`config.mk`:
```
export PLATFORM = sky130hd
export DESIGN_NAME = text_to_integer_parser_top
export DESIGN_NICKNAME = d
export VERILOG_FILES = /design/src/ttip_pkg.sv /design/src/ttip_in_reg.sv /design/src/ttip_core.sv /design/src/ttip_out_reg.sv /design/src/text_to_integer_parser_top.sv
export SDC_FILE = /design/constraint.sdc
export NUM_CORES = 2
export LEC_CHECK = 0
export BUFFER_PORTS_ARGS = -buffer_cell sky130_fd_sc_hd__clkbuf_2
export CAP_MARGIN = 5
export CORE_MARGIN = 5
export CORE_UTILIZATION = 48
export DETAILED_ROUTE_END_ITERATION = 16
export PLACE_DENSITY_LB_ADDON = 0.12
export SLEW_MARGIN = 5
export SYNTH_ARGS = -nofsm -noshare
export SYNTH_HDL_FRONTEND = slang
export SYNTH_SLANG_ARGS = --single-unit
export TNS_END_PERCENT = 50
```
`constraint.sdc`:
```
create_clock -name i_clk -period 14.5 [get_ports i_clk]
set_input_delay 2.9 -clock i_clk [delete_from_list [all_inputs] [get_ports i_clk]]
set_output_delay 2.9 -clock i_clk [all_outputs]
set_load 0.005 [all_outputs]
```
`src/ttip_pkg.sv`:
```
package ttip_pkg;

    localparam int MAX_LEN_DEF = 255;

    localparam int CFG_IDX_W  = 2;
    localparam int CFG_DATA_W = 6;
    localparam int BASE_W     = 6;
    localparam int DIGIT_W    = 6;
    localparam int VALUE_W    = 64;
    localparam int OFFSET_W   = 8;
    localparam int CHAR_W     = 8;

    // Configuration register indexes.
    localparam logic [CFG_IDX_W-1:0] CFG_BASE_SELECT = 2'd0;
    localparam logic [CFG_IDX_W-1:0] CFG_SIGNED_MODE = 2'd1;
    localparam logic [CFG_IDX_W-1:0] CFG_WIDE_MODE   = 2'd2;

    // Characters and radix constants.
    localparam logic [CHAR_W-1:0] CH_MINUS  = 8'h2D;
    localparam logic [CHAR_W-1:0] CH_PLUS   = 8'h2B;
    localparam logic [CHAR_W-1:0] CH_ZERO   = 8'h30;
    localparam logic [CHAR_W-1:0] CH_NINE   = 8'h39;
    localparam logic [CHAR_W-1:0] CH_LO_A   = 8'h61;
    localparam logic [CHAR_W-1:0] CH_LO_Z   = 8'h7A;
    localparam logic [CHAR_W-1:0] CH_UP_A   = 8'h41;
    localparam logic [CHAR_W-1:0] CH_UP_Z   = 8'h5A;
    localparam logic [CHAR_W-1:0] CH_LO_X   = 8'h78;
    localparam logic [CHAR_W-1:0] CH_UP_X   = 8'h58;

    localparam logic [BASE_W-1:0] BASE_AUTO = 6'd0;
    localparam logic [BASE_W-1:0] BASE_DEC  = 6'd10;
    localparam logic [BASE_W-1:0] BASE_OCT  = 6'd8;
    localparam logic [BASE_W-1:0] BASE_HEX  = 6'd16;

    localparam logic [DIGIT_W-1:0] NO_DIGIT = 6'd36;

    typedef struct packed {
        logic [BASE_W-1:0] base_select;
        logic              signed_mode;
        logic              wide_mode;
    } t_cfg;

    typedef struct packed {
        logic [OFFSET_W-1:0] end_offset;
        logic [VALUE_W-1:0]  value;
    } t_result;

    // Digit value of a character: 0-9, then letters of either case as 10-35.
    function automatic logic [DIGIT_W-1:0] digit_of(input logic [CHAR_W-1:0] c);
        logic [DIGIT_W-1:0] d;
        d = NO_DIGIT;
        if (c >= CH_ZERO && c <= CH_NINE) begin
            d = DIGIT_W'(c - CH_ZERO);
        end else if (c >= CH_LO_A && c <= CH_LO_Z) begin
            d = DIGIT_W'(c - CH_LO_A + 8'd10);
        end else if (c >= CH_UP_A && c <= CH_UP_Z) begin
            d = DIGIT_W'(c - CH_UP_A + 8'd10);
        end
        return d;
    endfunction

endpackage

```
`src/ttip_in_reg.sv`:
```
module ttip_in_reg (
    input  logic                        i_clk,
    input  logic                        i_rst_n,
    input  logic                        i_valid,
    output logic                        o_ready,
    input  logic                        i_start,
    input  logic [ttip_pkg::CHAR_W-1:0] i_char,
    input  logic                        i_take,
    output logic                        o_valid,
    output logic                        o_start,
    output logic [ttip_pkg::CHAR_W-1:0] o_char
);
    import ttip_pkg::*;

    logic              r_valid;
    logic              r_start;
    logic [CHAR_W-1:0] r_char;

    // The register frees up in the same cycle its beat is consumed.
    assign o_ready = !r_valid || i_take;

    always_ff @(posedge i_clk) begin
        if (!i_rst_n) begin
            r_valid <= 1'b0;
        end else if (o_ready) begin
            r_valid <= i_valid;
        end
    end

    always_ff @(posedge i_clk) begin
        if (i_valid && o_ready) begin
            r_start <= i_start;
            r_char  <= i_char;
        end
    end

    assign o_valid = r_valid;
    assign o_start = r_start;
    assign o_char  = r_char;
endmodule

```
`src/ttip_core.sv`:
```
module ttip_core #(
    parameter int MAX_LEN = ttip_pkg::MAX_LEN_DEF
) (
    input  logic                        i_clk,
    input  logic                        i_rst_n,
    input  logic                        i_fire,
    input  logic                        i_start,
    input  logic [ttip_pkg::CHAR_W-1:0] i_char,
    input  ttip_pkg::t_cfg              i_cfg,
    output logic                        o_res_valid,
    output ttip_pkg::t_result           o_res
);
    import ttip_pkg::*;

    localparam int PW  = $clog2(MAX_LEN + 1);
    localparam int EXW = 17;
    localparam int PRW = VALUE_W + BASE_W + 1;

    localparam logic [1:0] PH_IDLE   = 2'd0;
    localparam logic [1:0] PH_LEAD   = 2'd1;
    localparam logic [1:0] PH_ZERO   = 2'd2;
    localparam logic [1:0] PH_DIGITS = 2'd3;

    logic [1:0]         r_phase,    n_phase;
    logic               r_negative, n_negative;
    logic [BASE_W-1:0]  r_base,     n_base;
    logic [VALUE_W-1:0] r_acc,      n_acc;
    logic [PW-1:0]      r_pos,      n_pos;

    logic [DIGIT_W-1:0] dig;
    logic [VALUE_W-1:0] limit;
    logic [PRW-1:0]     prod;
    logic               take;
    logic               fin;
    logic               dig_step;
    logic [EXW-1:0]     pos_ext;

    assign dig = digit_of(i_char);

    always_comb begin
        n_phase    = r_phase;
        n_negative = r_negative;
        n_base     = r_base;
        n_acc      = r_acc;
        n_pos      = r_pos;
        take       = 1'b0;
        fin        = 1'b0;
        dig_step   = 1'b0;
        limit      = '0;
        prod       = '0;
        pos_ext    = '0;
        o_res      = '0;

        if (i_start) begin
            n_phase    = PH_LEAD;
            n_negative = 1'b0;
            n_base     = BASE_AUTO;
            n_acc      = '0;
            n_pos      = '0;
            if (i_cfg.signed_mode && (i_char == CH_MINUS || i_char == CH_PLUS)) begin
                n_negative = (i_char == CH_MINUS);
                n_pos      = PW'(1);
            end else begin
                take = 1'b1;
            end
        end else if (r_phase != PH_IDLE) begin
            take = 1'b1;
        end

        if (take) begin
            if (n_pos >= PW'(MAX_LEN)) begin
                fin = 1'b1;
            end else begin
                dig_step = 1'b1;
                if (n_phase == PH_LEAD) begin
                    if (i_char == CH_ZERO) begin
                        n_phase  = PH_ZERO;
                        n_pos    = n_pos + PW'(1);
                        dig_step = 1'b0;
                    end else begin
                        n_base  = (i_cfg.base_select != BASE_AUTO) ? i_cfg.base_select
                                                                   : BASE_DEC;
                        n_phase = PH_DIGITS;
                    end
                end else if (n_phase == PH_ZERO) begin
                    dig_step = 1'b0;
                    if (i_char == CH_LO_X || i_char == CH_UP_X) begin
                        if (i_cfg.base_select != BASE_AUTO && i_cfg.base_select != BASE_HEX) begin
                            // A hex prefix under a foreign base yields zero at the x.
                            n_acc = '0;
                            fin   = 1'b1;
                        end else begin
                            n_base  = BASE_HEX;
                            n_phase = PH_DIGITS;
                            n_pos   = n_pos + PW'(1);
                        end
                    end else begin
                        n_base   = (i_cfg.base_select != BASE_AUTO) ? i_cfg.base_select
                                                                    : BASE_OCT;
                        n_phase  = PH_DIGITS;
                        dig_step = 1'b1;
                    end
                end

                if (dig_step) begin
                    if (i_cfg.signed_mode) begin
                        if (i_cfg.wide_mode) begin
                            limit = n_negative ? 64'h8000_0000_0000_0000
                                               : 64'h7FFF_FFFF_FFFF_FFFF;
                        end else begin
                            limit = n_negative ? 64'h0000_0000_8000_0000
                                               : 64'h0000_0000_7FFF_FFFF;
                        end
                    end else begin
                        limit = i_cfg.wide_mode ? 64'hFFFF_FFFF_FFFF_FFFF
                                                : 64'h0000_0000_FFFF_FFFF;
                    end
                    // acc > (limit - d) / base is the same test as acc * base + d > limit.
                    prod = PRW'(n_acc) * PRW'(n_base) + PRW'(dig);
                    if (dig >= n_base || prod > PRW'(limit)) begin
                        fin = 1'b1;
                    end else begin
                        n_acc = prod[VALUE_W-1:0];
                        n_pos = n_pos + PW'(1);
                    end
                end
            end
        end

        if (fin) begin
            n_phase          = PH_IDLE;
            pos_ext          = EXW'(n_pos);
            o_res.value      = n_negative ? (VALUE_W'(0) - n_acc) : n_acc;
            o_res.end_offset = (pos_ext > EXW'(255)) ? {OFFSET_W{1'b1}}
                                                     : pos_ext[OFFSET_W-1:0];
        end
    end

    assign o_res_valid = i_fire && fin;

    always_ff @(posedge i_clk) begin
        if (!i_rst_n) begin
            r_phase    <= PH_IDLE;
            r_negative <= 1'b0;
            r_base     <= BASE_AUTO;
            r_acc      <= '0;
            r_pos      <= '0;
        end else if (i_fire) begin
            r_phase    <= n_phase;
            r_negative <= n_negative;
            r_base     <= n_base;
            r_acc      <= n_acc;
            r_pos      <= n_pos;
        end
    end
endmodule

```
`src/ttip_out_reg.sv`:
```
module ttip_out_reg (
    input  logic              i_clk,
    input  logic              i_rst_n,
    input  logic              i_load,
    input  ttip_pkg::t_result i_res,
    output logic              o_can_take,
    output logic              o_valid,
    input  logic              i_ready,
    output ttip_pkg::t_result o_res
);
    import ttip_pkg::*;

    logic    r_valid;
    t_result r_res;

    assign o_can_take = !r_valid || i_ready;

    always_ff @(posedge i_clk) begin
        if (!i_rst_n) begin
            r_valid <= 1'b0;
        end else if (o_can_take) begin
            r_valid <= i_load;
        end
    end

    always_ff @(posedge i_clk) begin
        if (o_can_take && i_load) begin
            r_res <= i_res;
        end
    end

    assign o_valid = r_valid;
    assign o_res   = r_res;
endmodule

```
`src/text_to_integer_parser_top.sv`:
```
// Channel     Direction  Ports                          Contents
// ----------  ---------  -----------------------------  ---------------------------------
// s_axis      in         tvalid/tready/tdata/tuser      one character per beat
// m_axis      out        tvalid/tready/tdata            parsed value and stop offset
// cfg         in         i_cfg_valid/o_cfg_ready/...    register index and write data
//
// Each character beat is registered on entry; then one pass of digit decode, a 64 by 6
// bit multiply-add and the overflow compare updates the parse state and, on the stopping
// character, loads the result register. A new beat is accepted every cycle as long as
// the result register is empty or being drained. A stopping character passes the input
// register and then the result register, from which its result beat is presented.
// Reset is synchronous and active low; it clears the parse state and sets the
// registers to automatic base, signed mode and 64-bit limits.
// Configuration writes are always accepted and act on the next character processed.
module text_to_integer_parser_top #(
    parameter int MAX_LEN = ttip_pkg::MAX_LEN_DEF
) (
    input  logic                            i_clk,
    input  logic                            i_rst_n,

    input  logic                            s_axis_tvalid,
    output logic                            s_axis_tready,
    input  logic [7:0]                      s_axis_tdata,   // [7:0] char_code
    input  logic                            s_axis_tuser,   // [0] start_req

    output logic                            m_axis_tvalid,
    input  logic                            m_axis_tready,
    output logic [71:0]                     m_axis_tdata,   // [63:0] value, [71:64] end_offset

    input  logic                            i_cfg_valid,
    output logic                            o_cfg_ready,
    input  logic [ttip_pkg::CFG_IDX_W-1:0]  i_cfg_index,
    input  logic [ttip_pkg::CFG_DATA_W-1:0] i_cfg_data
);
    import ttip_pkg::*;

    t_cfg              r_cfg;
    logic              in_valid;
    logic              in_start;
    logic [CHAR_W-1:0] in_char;
    logic              fire;
    logic              out_can_take;
    logic              res_valid;
    t_result           res;
    t_result           out_res;

    // Configuration registers; an index past the list is accepted and dropped.
    assign o_cfg_ready = 1'b1;

    always_ff @(posedge i_clk) begin
        if (!i_rst_n) begin
            r_cfg.base_select <= BASE_AUTO;
            r_cfg.signed_mode <= 1'b1;
            r_cfg.wide_mode   <= 1'b1;
        end else if (i_cfg_valid && o_cfg_ready) begin
            case (i_cfg_index)
                CFG_BASE_SELECT: r_cfg.base_select <= i_cfg_data[BASE_W-1:0];
                CFG_SIGNED_MODE: r_cfg.signed_mode <= i_cfg_data[0];
                CFG_WIDE_MODE:   r_cfg.wide_mode   <= i_cfg_data[0];
                default: begin
                end
            endcase
        end
    end

    ttip_in_reg u_in_reg (
        .i_clk   (i_clk),
        .i_rst_n (i_rst_n),
        .i_valid (s_axis_tvalid),
        .o_ready (s_axis_tready),
        .i_start (s_axis_tuser),
        .i_char  (s_axis_tdata),
        .i_take  (fire),
        .o_valid (in_valid),
        .o_start (in_start),
        .o_char  (in_char)
    );

    // A registered character is processed whenever the result register can absorb
    // whatever it may produce; characters that end nothing still need the slot free.
    assign fire = in_valid && out_can_take;

    ttip_core #(
        .MAX_LEN (MAX_LEN)
    ) u_core (
        .i_clk       (i_clk),
        .i_rst_n     (i_rst_n),
        .i_fire      (fire),
        .i_start     (in_start),
        .i_char      (in_char),
        .i_cfg       (r_cfg),
        .o_res_valid (res_valid),
        .o_res       (res)
    );

    ttip_out_reg u_out_reg (
        .i_clk      (i_clk),
        .i_rst_n    (i_rst_n),
        .i_load     (res_valid),
        .i_res      (res),
        .o_can_take (out_can_take),
        .o_valid    (m_axis_tvalid),
        .i_ready    (m_axis_tready),
        .o_res      (out_res)
    );

    assign m_axis_tdata = {out_res.end_offset, out_res.value};
endmodule
```
# Yosys cells after proc, flatten, opt, wreduce, memory -nomap -nowiden
# Index checks and enable logic that the tools add are counted.
[totals]
register_bits = 172
latch_bits = 0
ram_bits = 0
romBits = 0
in_bits = 22
output_inout_bits = 75
word_cells = 141
mem_count = 0
[classes]
add_sub_neg = 9
n_mul = 1
div_mod_pow = 0
magnitude_cmp = 9
eq_ne = 10
shifts = 0
mux = 76
bitwise = 0
n_reduce_logical = 22
[op_table]
columns = ["operator", "count"]
rows = [
  ["64-bit two-way mux", 19],
  ["8-bit two-way mux", 12],
  ["6-bit two-way mux", 15],
  ["70-bit by 6-bit adder with 71-bit output", 1],
  ["71-bit by 64-bit greater-than comparator with 1-bit output", 1],
  ["64-bit by 6-bit multiplier with 70-bit output", 1],
  ["1-bit by 64-bit subtractor with 64-bit output, first input constant", 1],
  ["32-bit two-way mux", 1],
  ["8-bit by 6-bit equality test with 1-bit output, second input constant", 3],
  ["1-bit two-way mux", 21],
  ["8-bit by 1-bit adder with 8-bit output, second input constant", 2],
  ["8-bit by 7-bit equality test with 1-bit output, second input constant", 2],
  ["8-bit by 7-bit >= comparator with 1-bit output, second input constant", 2],
  ["8-bit by 7-bit less-or-equal comparator with 1-bit output, second input constant", 2],
  ["2-bit two-way mux", 8],
  ["6-bit by 4-bit adder with 6-bit output, second input constant", 2],
  ["6-bit subtractor, second input constant", 2],
  ["1-bit logical AND", 9],
  ["8-bit by 6-bit >= comparator with 1-bit output, second input constant", 1],
  ["8-bit >= comparator, second input constant", 1],
  ["8-bit by 6-bit less-or-equal comparator with 1-bit output, second input constant", 1],
  ["6-bit >= comparator", 1],
  ["6-bit by 5-bit inequality test with 1-bit output, second input constant", 1],
  ["2-bit AND reduction", 3],
  ["8 further kinds", 15],
]

# Logic depth before layout (Yosys ltp)
[logic_depth]
depth_word = 19
mapped_depth = 52
depth_no_buf = 49

# Hierarchy
# From an unflattened synthesis, not the netlist that was laid out.
[unflattened]
hier_cells = 3036
area_unflattened_um2 = 25047.8
[by_module_without_submodules]
columns = ["mod", "instances", "cells_per_inst", "area_each_um2", "seq_area_each_um2"]
rows = [
  ["ttip_core", 1, 2907, 22140.0, 1621.6],
  ["ttip_out_reg", 1, 77, 2219.6, 2182.1],
  ["text_to_integer_parser_top", 1, 38, 360.3, 160.2],
  ["ttip_in_reg", 1, 14, 327.8, 290.3],
]

# Worst setup path after synthesis
# Ideal clock, no wire load.
[synth_path]
path_type = "register to register"
startpoint = "register u_in_reg.r_char[0] (netlist: u_in_reg.o_char[0])"
endpoint = "register u_out_reg.r_res (netlist bit u_out_reg.o_res[0]) (enable)"
setup_time_ns = 0.504
arrival_time_ns = 12.733
required_time_ns = 13.996
path_slack_ns = 1.263
path_stages_with_launch = 44
path_buffers = 4
period_less_slack_ns = 13.237
cell_sequence = "edfxtp_1 inv_1 ha_1 nor3b_1 o211ai_1 nand2b_1 and3_1 a211oi_1 a22o_1 buf_1 nand3_1 fa_1 fa_1 inv_1 fa_1 inv_1 fa_1 inv_1 (+8 left out) a21oi_1 o21ai_0 xnor2_1 ha_1 nand4_1 nor4_1 o31a_1 o32ai_1 o21a_1 o211ai_1 nor4_4 nand2b_1 a21oi_1 or2_2 clkbuf_1 clkbuf_1 clkbuf_1 nor2_1"
[synth_between]
elab_chain_cells = 19
elab_cells_between_ends = 70
cone_classes = "add/sub (6); mul (1); order compare (9); eq/ne (5); mux (40); reduce/logical (9)"
[synth_rtl]
columns = ["item", "line", "source"]
rows = [
  ["start, declared", "ttip_in_reg.sv:17", "logic [CHAR_W-1:0] r_char;"],
  ["start signal, assigned", "ttip_in_reg.sv:33", "r_char <= i_char;"],
  ["parallel branches: the longest is 16 deep, another holds 70-bit by 6-bit adder with 71-bit output", "--", ""],
  ["1-bit two-way mux (*)", "ttip_core.sv:70", "if (take) begin"],
  ["1-bit logical AND (*)", "ttip_core.sv:139", "assign o_res_valid = i_fire && fin;"],
  ["1-bit logical AND (*)", "ttip_out_reg.sv:27", "if (o_can_take && i_load) begin"],
  ["end signal, assigned", "ttip_out_reg.sv:28", "r_res <= i_res;"],
  ["end, declared", "ttip_out_reg.sv:14", "t_result r_res;"],
]
# Mark *: on every way between the ends. The select of a mux whose other input is x is not followed.
# A chain may end at the register's enable or synchronous reset.

# Final worst setup path
[layout_path]
startpoint = "register u_in_reg.r_char[5] (netlist: u_in_reg.o_char[5])"
endpoint = "register u_out_reg.r_res (netlist bit u_out_reg.o_res[49]) (data pin)"
[layout_between]
elab_chain_cells = 19
elab_cells_between_ends = 74
cone_classes = "add/sub (7); mul (1); order compare (9); eq/ne (5); mux (45); reduce/logical (7)"
[layout_rtl]
columns = ["item"]
rows = [
  ["parallel branches: the longest is 19 deep, another holds 70-bit by 6-bit adder with 71-bit output"],
]
# Several ways; the timed one is not identified. The select of a mux whose other input is x is not followed.

==> impl_summary.txt <==
----------------------------------------------------
[Clocking]
  Deepest level of the CTS H-tree ... 4
  CTS Sinks ... 172
  Post-cts hold buffer count ... 0
  Clock network latency to the later pin of the worst-skew pair ... 0.45 ns
  CTS Buf Count ... 17
  CTS Root Cell ... clkbuf_16
  CTS clock-pin slew for the worst setup and hold paths ... 0.07 ns
  Max Root-Sink Buffers ... 2
  TritonCTS clock tree ... done

[Worst setup path]
  FF-to-FF Start ... u_in_reg.o_char[5]
  Kind of start point of the critical path ... flip-flop
  R2r worst-path depth ... 41
  Critical-path maximum fanout ... 79
  Data arrival time of the critical path ... 13.94 ns
  Startpoint of the worst setup timing path ... u_in_reg.o_char[5]
  Critical Path Max Stage Delay ... 0.95 ns
  Endpoint class of the critical path ... flip-flop
  Required time of the critical path ... 14.69 ns
  Crit path capture ... u_out_reg.o_res[49]
  Destination of the worst register-to-register timing path ... u_out_reg.o_res[49]
  Setup slack on the worst flop-to-flop path ... 0.76 ns
  Most frequent cell on the critical path ... ha_1
  Cell with the biggest individual delay on the critical path ... a31oi_4
  Category of the most critical setup path ... reg -> reg

[Floorplan]
  Initial Util ... 0.486
  IO Pins ... 97
  Die Height ... 238 um
  Horizontal die dimension ... 238 um
  Number of rows in the core area ... 83
  Area enclosed by the die boundary ... 56,700 um2
  Core Footprint ... 51,400 um2

[Final layout]
  Total number of nets in the final design ... 3,485
  Layout overhead on the synthesized area ... 6.17%
  Share of post-route cells with drive strength above 1 ... 0.0809
  Filler Cells Inserted ... 4,983

[Power]
  Power density normalized to cell area ... 58.4 nW/um2
  Internal Power ... 931 uW
  Worst VDD drop ... 0.0000887 V
  Net switching share of the total power ... 0.398
  Total leakage power ... 0.0118 uW
  Relative contribution of combinational cells to total power ... 0.352
  Clock power frac ... 0.278
  Total power after layout ... 1550 uW
  Net switching power ... 616 uW
  Seq pwr share ... 0.370

[Synthesis]
  Synth area leader ... fa_1
  Leading cell types by count after synthesis ... nor2_1 (494), fa_1 (252), ha_1 (233), inv_1 (207), nand3_1 (184)
  Synth Area in Compound Gates ... 0.184
  Most used DFF post-synth ... dfxtp_1
  Post-synthesis cell type count ... 99
  Synthesis warning total ... 0
  Area share of the leading cell type in the synthesized netlist ... 0.202
  Cell area after technology mapping ... 25,000 um2
  Post-synthesis adder-cell area fraction ... 0.319
  Async set-reset flop share out of synthesis ... 0
  Post-Synth XOR/XNOR Area ... 0.0417
  Mean instance size in the synthesized netlist ... 8.28 um2
  Sequential share of the synthesized area ... 0.170
  Number of storage elements in the synthesis netlist ... 172
  Multiplexer area fraction after synthesis ... 0.00827
  Number of flops mapped to enable cells by yosys ... 81
  Top cells by area, synth ... fa_1 (20%), ha_1 (12%), edfxtp_1 (9.7%)
  Cells after Synth ... 3,015
  Simple-gate share of the synthesized area ... 0.213
  Net Count, Synth ... 3,522
  Most frequent cell after synthesis ... nor2_1
  Largest family of logic cells by synthesized area ... adder cells

[Global routing]
  Remaining global-route overflow ... 0
  Largest net degree at the start of global routing ... 85
  Total GRT Usage ... 0.286
  Vias in the first global route ... 22,441
  Number of antenna violations at the first check in global routing ... 1
  Global-route wire length before repair ... 129,000 um

[Place]
  Placed wire-length estimate after detailed placement ... 66,100 um
  Routability congestion estimate ... 0.975
  Port Buffer Count ... 95

[Route]
  Remaining design rule violation count ... 0
  Routed wire length per instance ... 22.5 um
  Detail-routed via count per cell ... 6.25
  Total Routed Length ... 82,700 um
  Iteration count of the initial detailed-routing pass ... 6
  Via Count ... 22,947
  Antenna Violating Nets Remaining ... 0
  Detailed Route Iter0 Violations ... 2,386

[STA]
  Final Hold Violating Endpoints ... 0
  Clock skew ... 0.0186 ns
  Fmax ... 72.8 MHz
  Pin slew with the least headroom to its limit ... 1.18 ns
  Count of final max-slew check failures ... 0
  Sum of negative setup slack ... 0 ns
  Unrepaired setup endpoints after global routing ... no
  Number of setup violations in the final report ... 0
  Fin crit period ... 13.74 ns
  Worst slew margin relative to its limit ... 0.210
  Final period util ... 0.948

[Flow run]
  Number of violations of the max-capacitance limit ... 0

[Outcome]
  Outcome ... finished, final reports clean

[Hold path]
  Class of the tightest hold or removal check ... reg -> reg

----------------------------------------------------
repair_timing:
action,4_1_cts,5_1_grt
endpoints found under the setup margin,0,30
gates resized for setup,0,8
setup buffers,0,1
layer usage:
| layer | vias up | part of all wire | track usage |
|---|---|---|---|
| met2 | 1065 | 0.44 | 0.442 |
| met1 | 11216 | 0.45 | 0.421 |
| met5 | - | 0 | 0 |
| met3 | 134 | 0.091 | 0.0458 |
| li1 | 10532 | - | - |
| met4 | 0 | 0.025 | 0.0739 |
through the flow:
| stage | instances | hold WS (ns) | area (um2) | utilization | worst slack, ns |
|---|---|---|---|---|---|
| 2_1_floorplan | 3015 | 0.463 | 25000 | - | 1.26 |
| 3_3_place_gp | 3638 | 0.493 | 25900 | 0.504 | 0.883 |
| 3_5_place_dp | 3638 | 0.497 | 25900 | 0.504 | 0.703 |
| 4_1_cts | 3670 | 0.506 | 26400 | 0.514 | 0.641 |
| 5_1_grt | 3671 | 0.546 | 26500 | 0.516 | 0.00448 |
| 6_report | 3673 | 0.513 | 26500 | 0.516 | 0.757 |
layout make-up:
type | instances | area [um2] | share of cell area
diodes | 2 | 5.00 | 0.000189
clock buffers | 21 | 450 | 0.0170
clock inverters | 11 | 87.6 | 0.00330
inverters | 214 | 807 | 0.0304
multi-input cells | 2437 | 19200 | 0.726
flip-flops and latches | 172 | 4250 | 0.160
well taps | 680 | 851 | 0.0321
repair buffers | 136 | 808 | 0.0305
worst min path at each step:
stage / slack, ns / cells past startpoint / to / start
after global routing: 0.55 / 2 / u_core.r_phase[0] / u_core.r_phase[0]
after floorplan: 0.46 / 2 / u_core.r_phase[0] / u_core.r_phase[0]
final: 0.51 / 2 / u_core.r_phase[0] / u_core.r_phase[0]
after global placement: 0.49 / 2 / u_core.r_phase[0] / u_core.r_phase[0]
after CTS: 0.51 / 2 / u_core.r_phase[0] / u_core.r_phase[0]
after detailed placement: 0.50 / 2 / u_core.r_phase[0] / u_core.r_phase[0]
layout by cell type, fill, tap and decap left out, drive strengths merged, types with 8 or more instances in the layout:
cell type	netlist	layout
a41oi	12	12
and3	18	18
nor3b	9	9
nand2	178	178
or2	17	17
dfxtp	91	91
nand3	184	184
a21o	26	26
and2	19	19
nor3	44	44
nand4	56	56
mux2i	15	15
nor2	494	494
nand2b	21	21
o21bai	8	8
a31oi	39	39
nor2b	19	19
fa	252	252
o21a	22	22
a211oi	86	86
xnor2	53	53
inv	212	214
a22o	19	19
edfxtp	81	81
clkbuf	139	116
or3	19	19
a22oi	76	76
buf	53	41
xor2	66	66
o31ai	10	10
a21oi	159	159
o21ai	131	131
ha	233	233
nor4	16	16
and4	15	15
a2111oi	9	9
o211ai	15	15
registers in the layout (all words and copies together) (netlist names):
signal and flops:
u_in_reg.o_start 1, u_core.r_base 6, u_core.r_phase 2, u_core.r_negative 1, u_core.r_pos 8, u_out_reg.o_valid 1, r_cfg 8, u_in_reg.o_valid 1
u_out_reg.o_res 72, u_core.r_acc 64, u_in_reg.o_char 8
power groups by stage:
stage	clock network, uW	registers (uW)	logic, uW
floorplan	0	561	371
global placement	0	581	518
detailed placement	0	582	526
CTS	437	571	530
global route	456	575	591
finish	430	573	544
kinds of logic after synthesis:
kind of cell	Yosys count
and+or+nand+nor	1133
adders and majority gates	485
xor gates and xnor gates	119
AOI/OAI and AO/OA	679
buffers and inverters	406
muxes	20
other	1
DFF	172
critical path, delay by kind of cell (launching register included):
| family | cells | cell delay [ns] |
|---|---|---|
| DFF | 1 | 0.47 |
| muxes | 1 | 0.31 |
| buffers and inverters | 4 | 1.35 |
| AOI/OAI and AO/OA | 18 | 5.56 |
| xor gates and xnor gates | 1 | 0.46 |
| adders and majority gates | 7 | 2.70 |
| and+or+nand+nor | 10 | 2.55 |
Power figures use the tool's default switching activity.
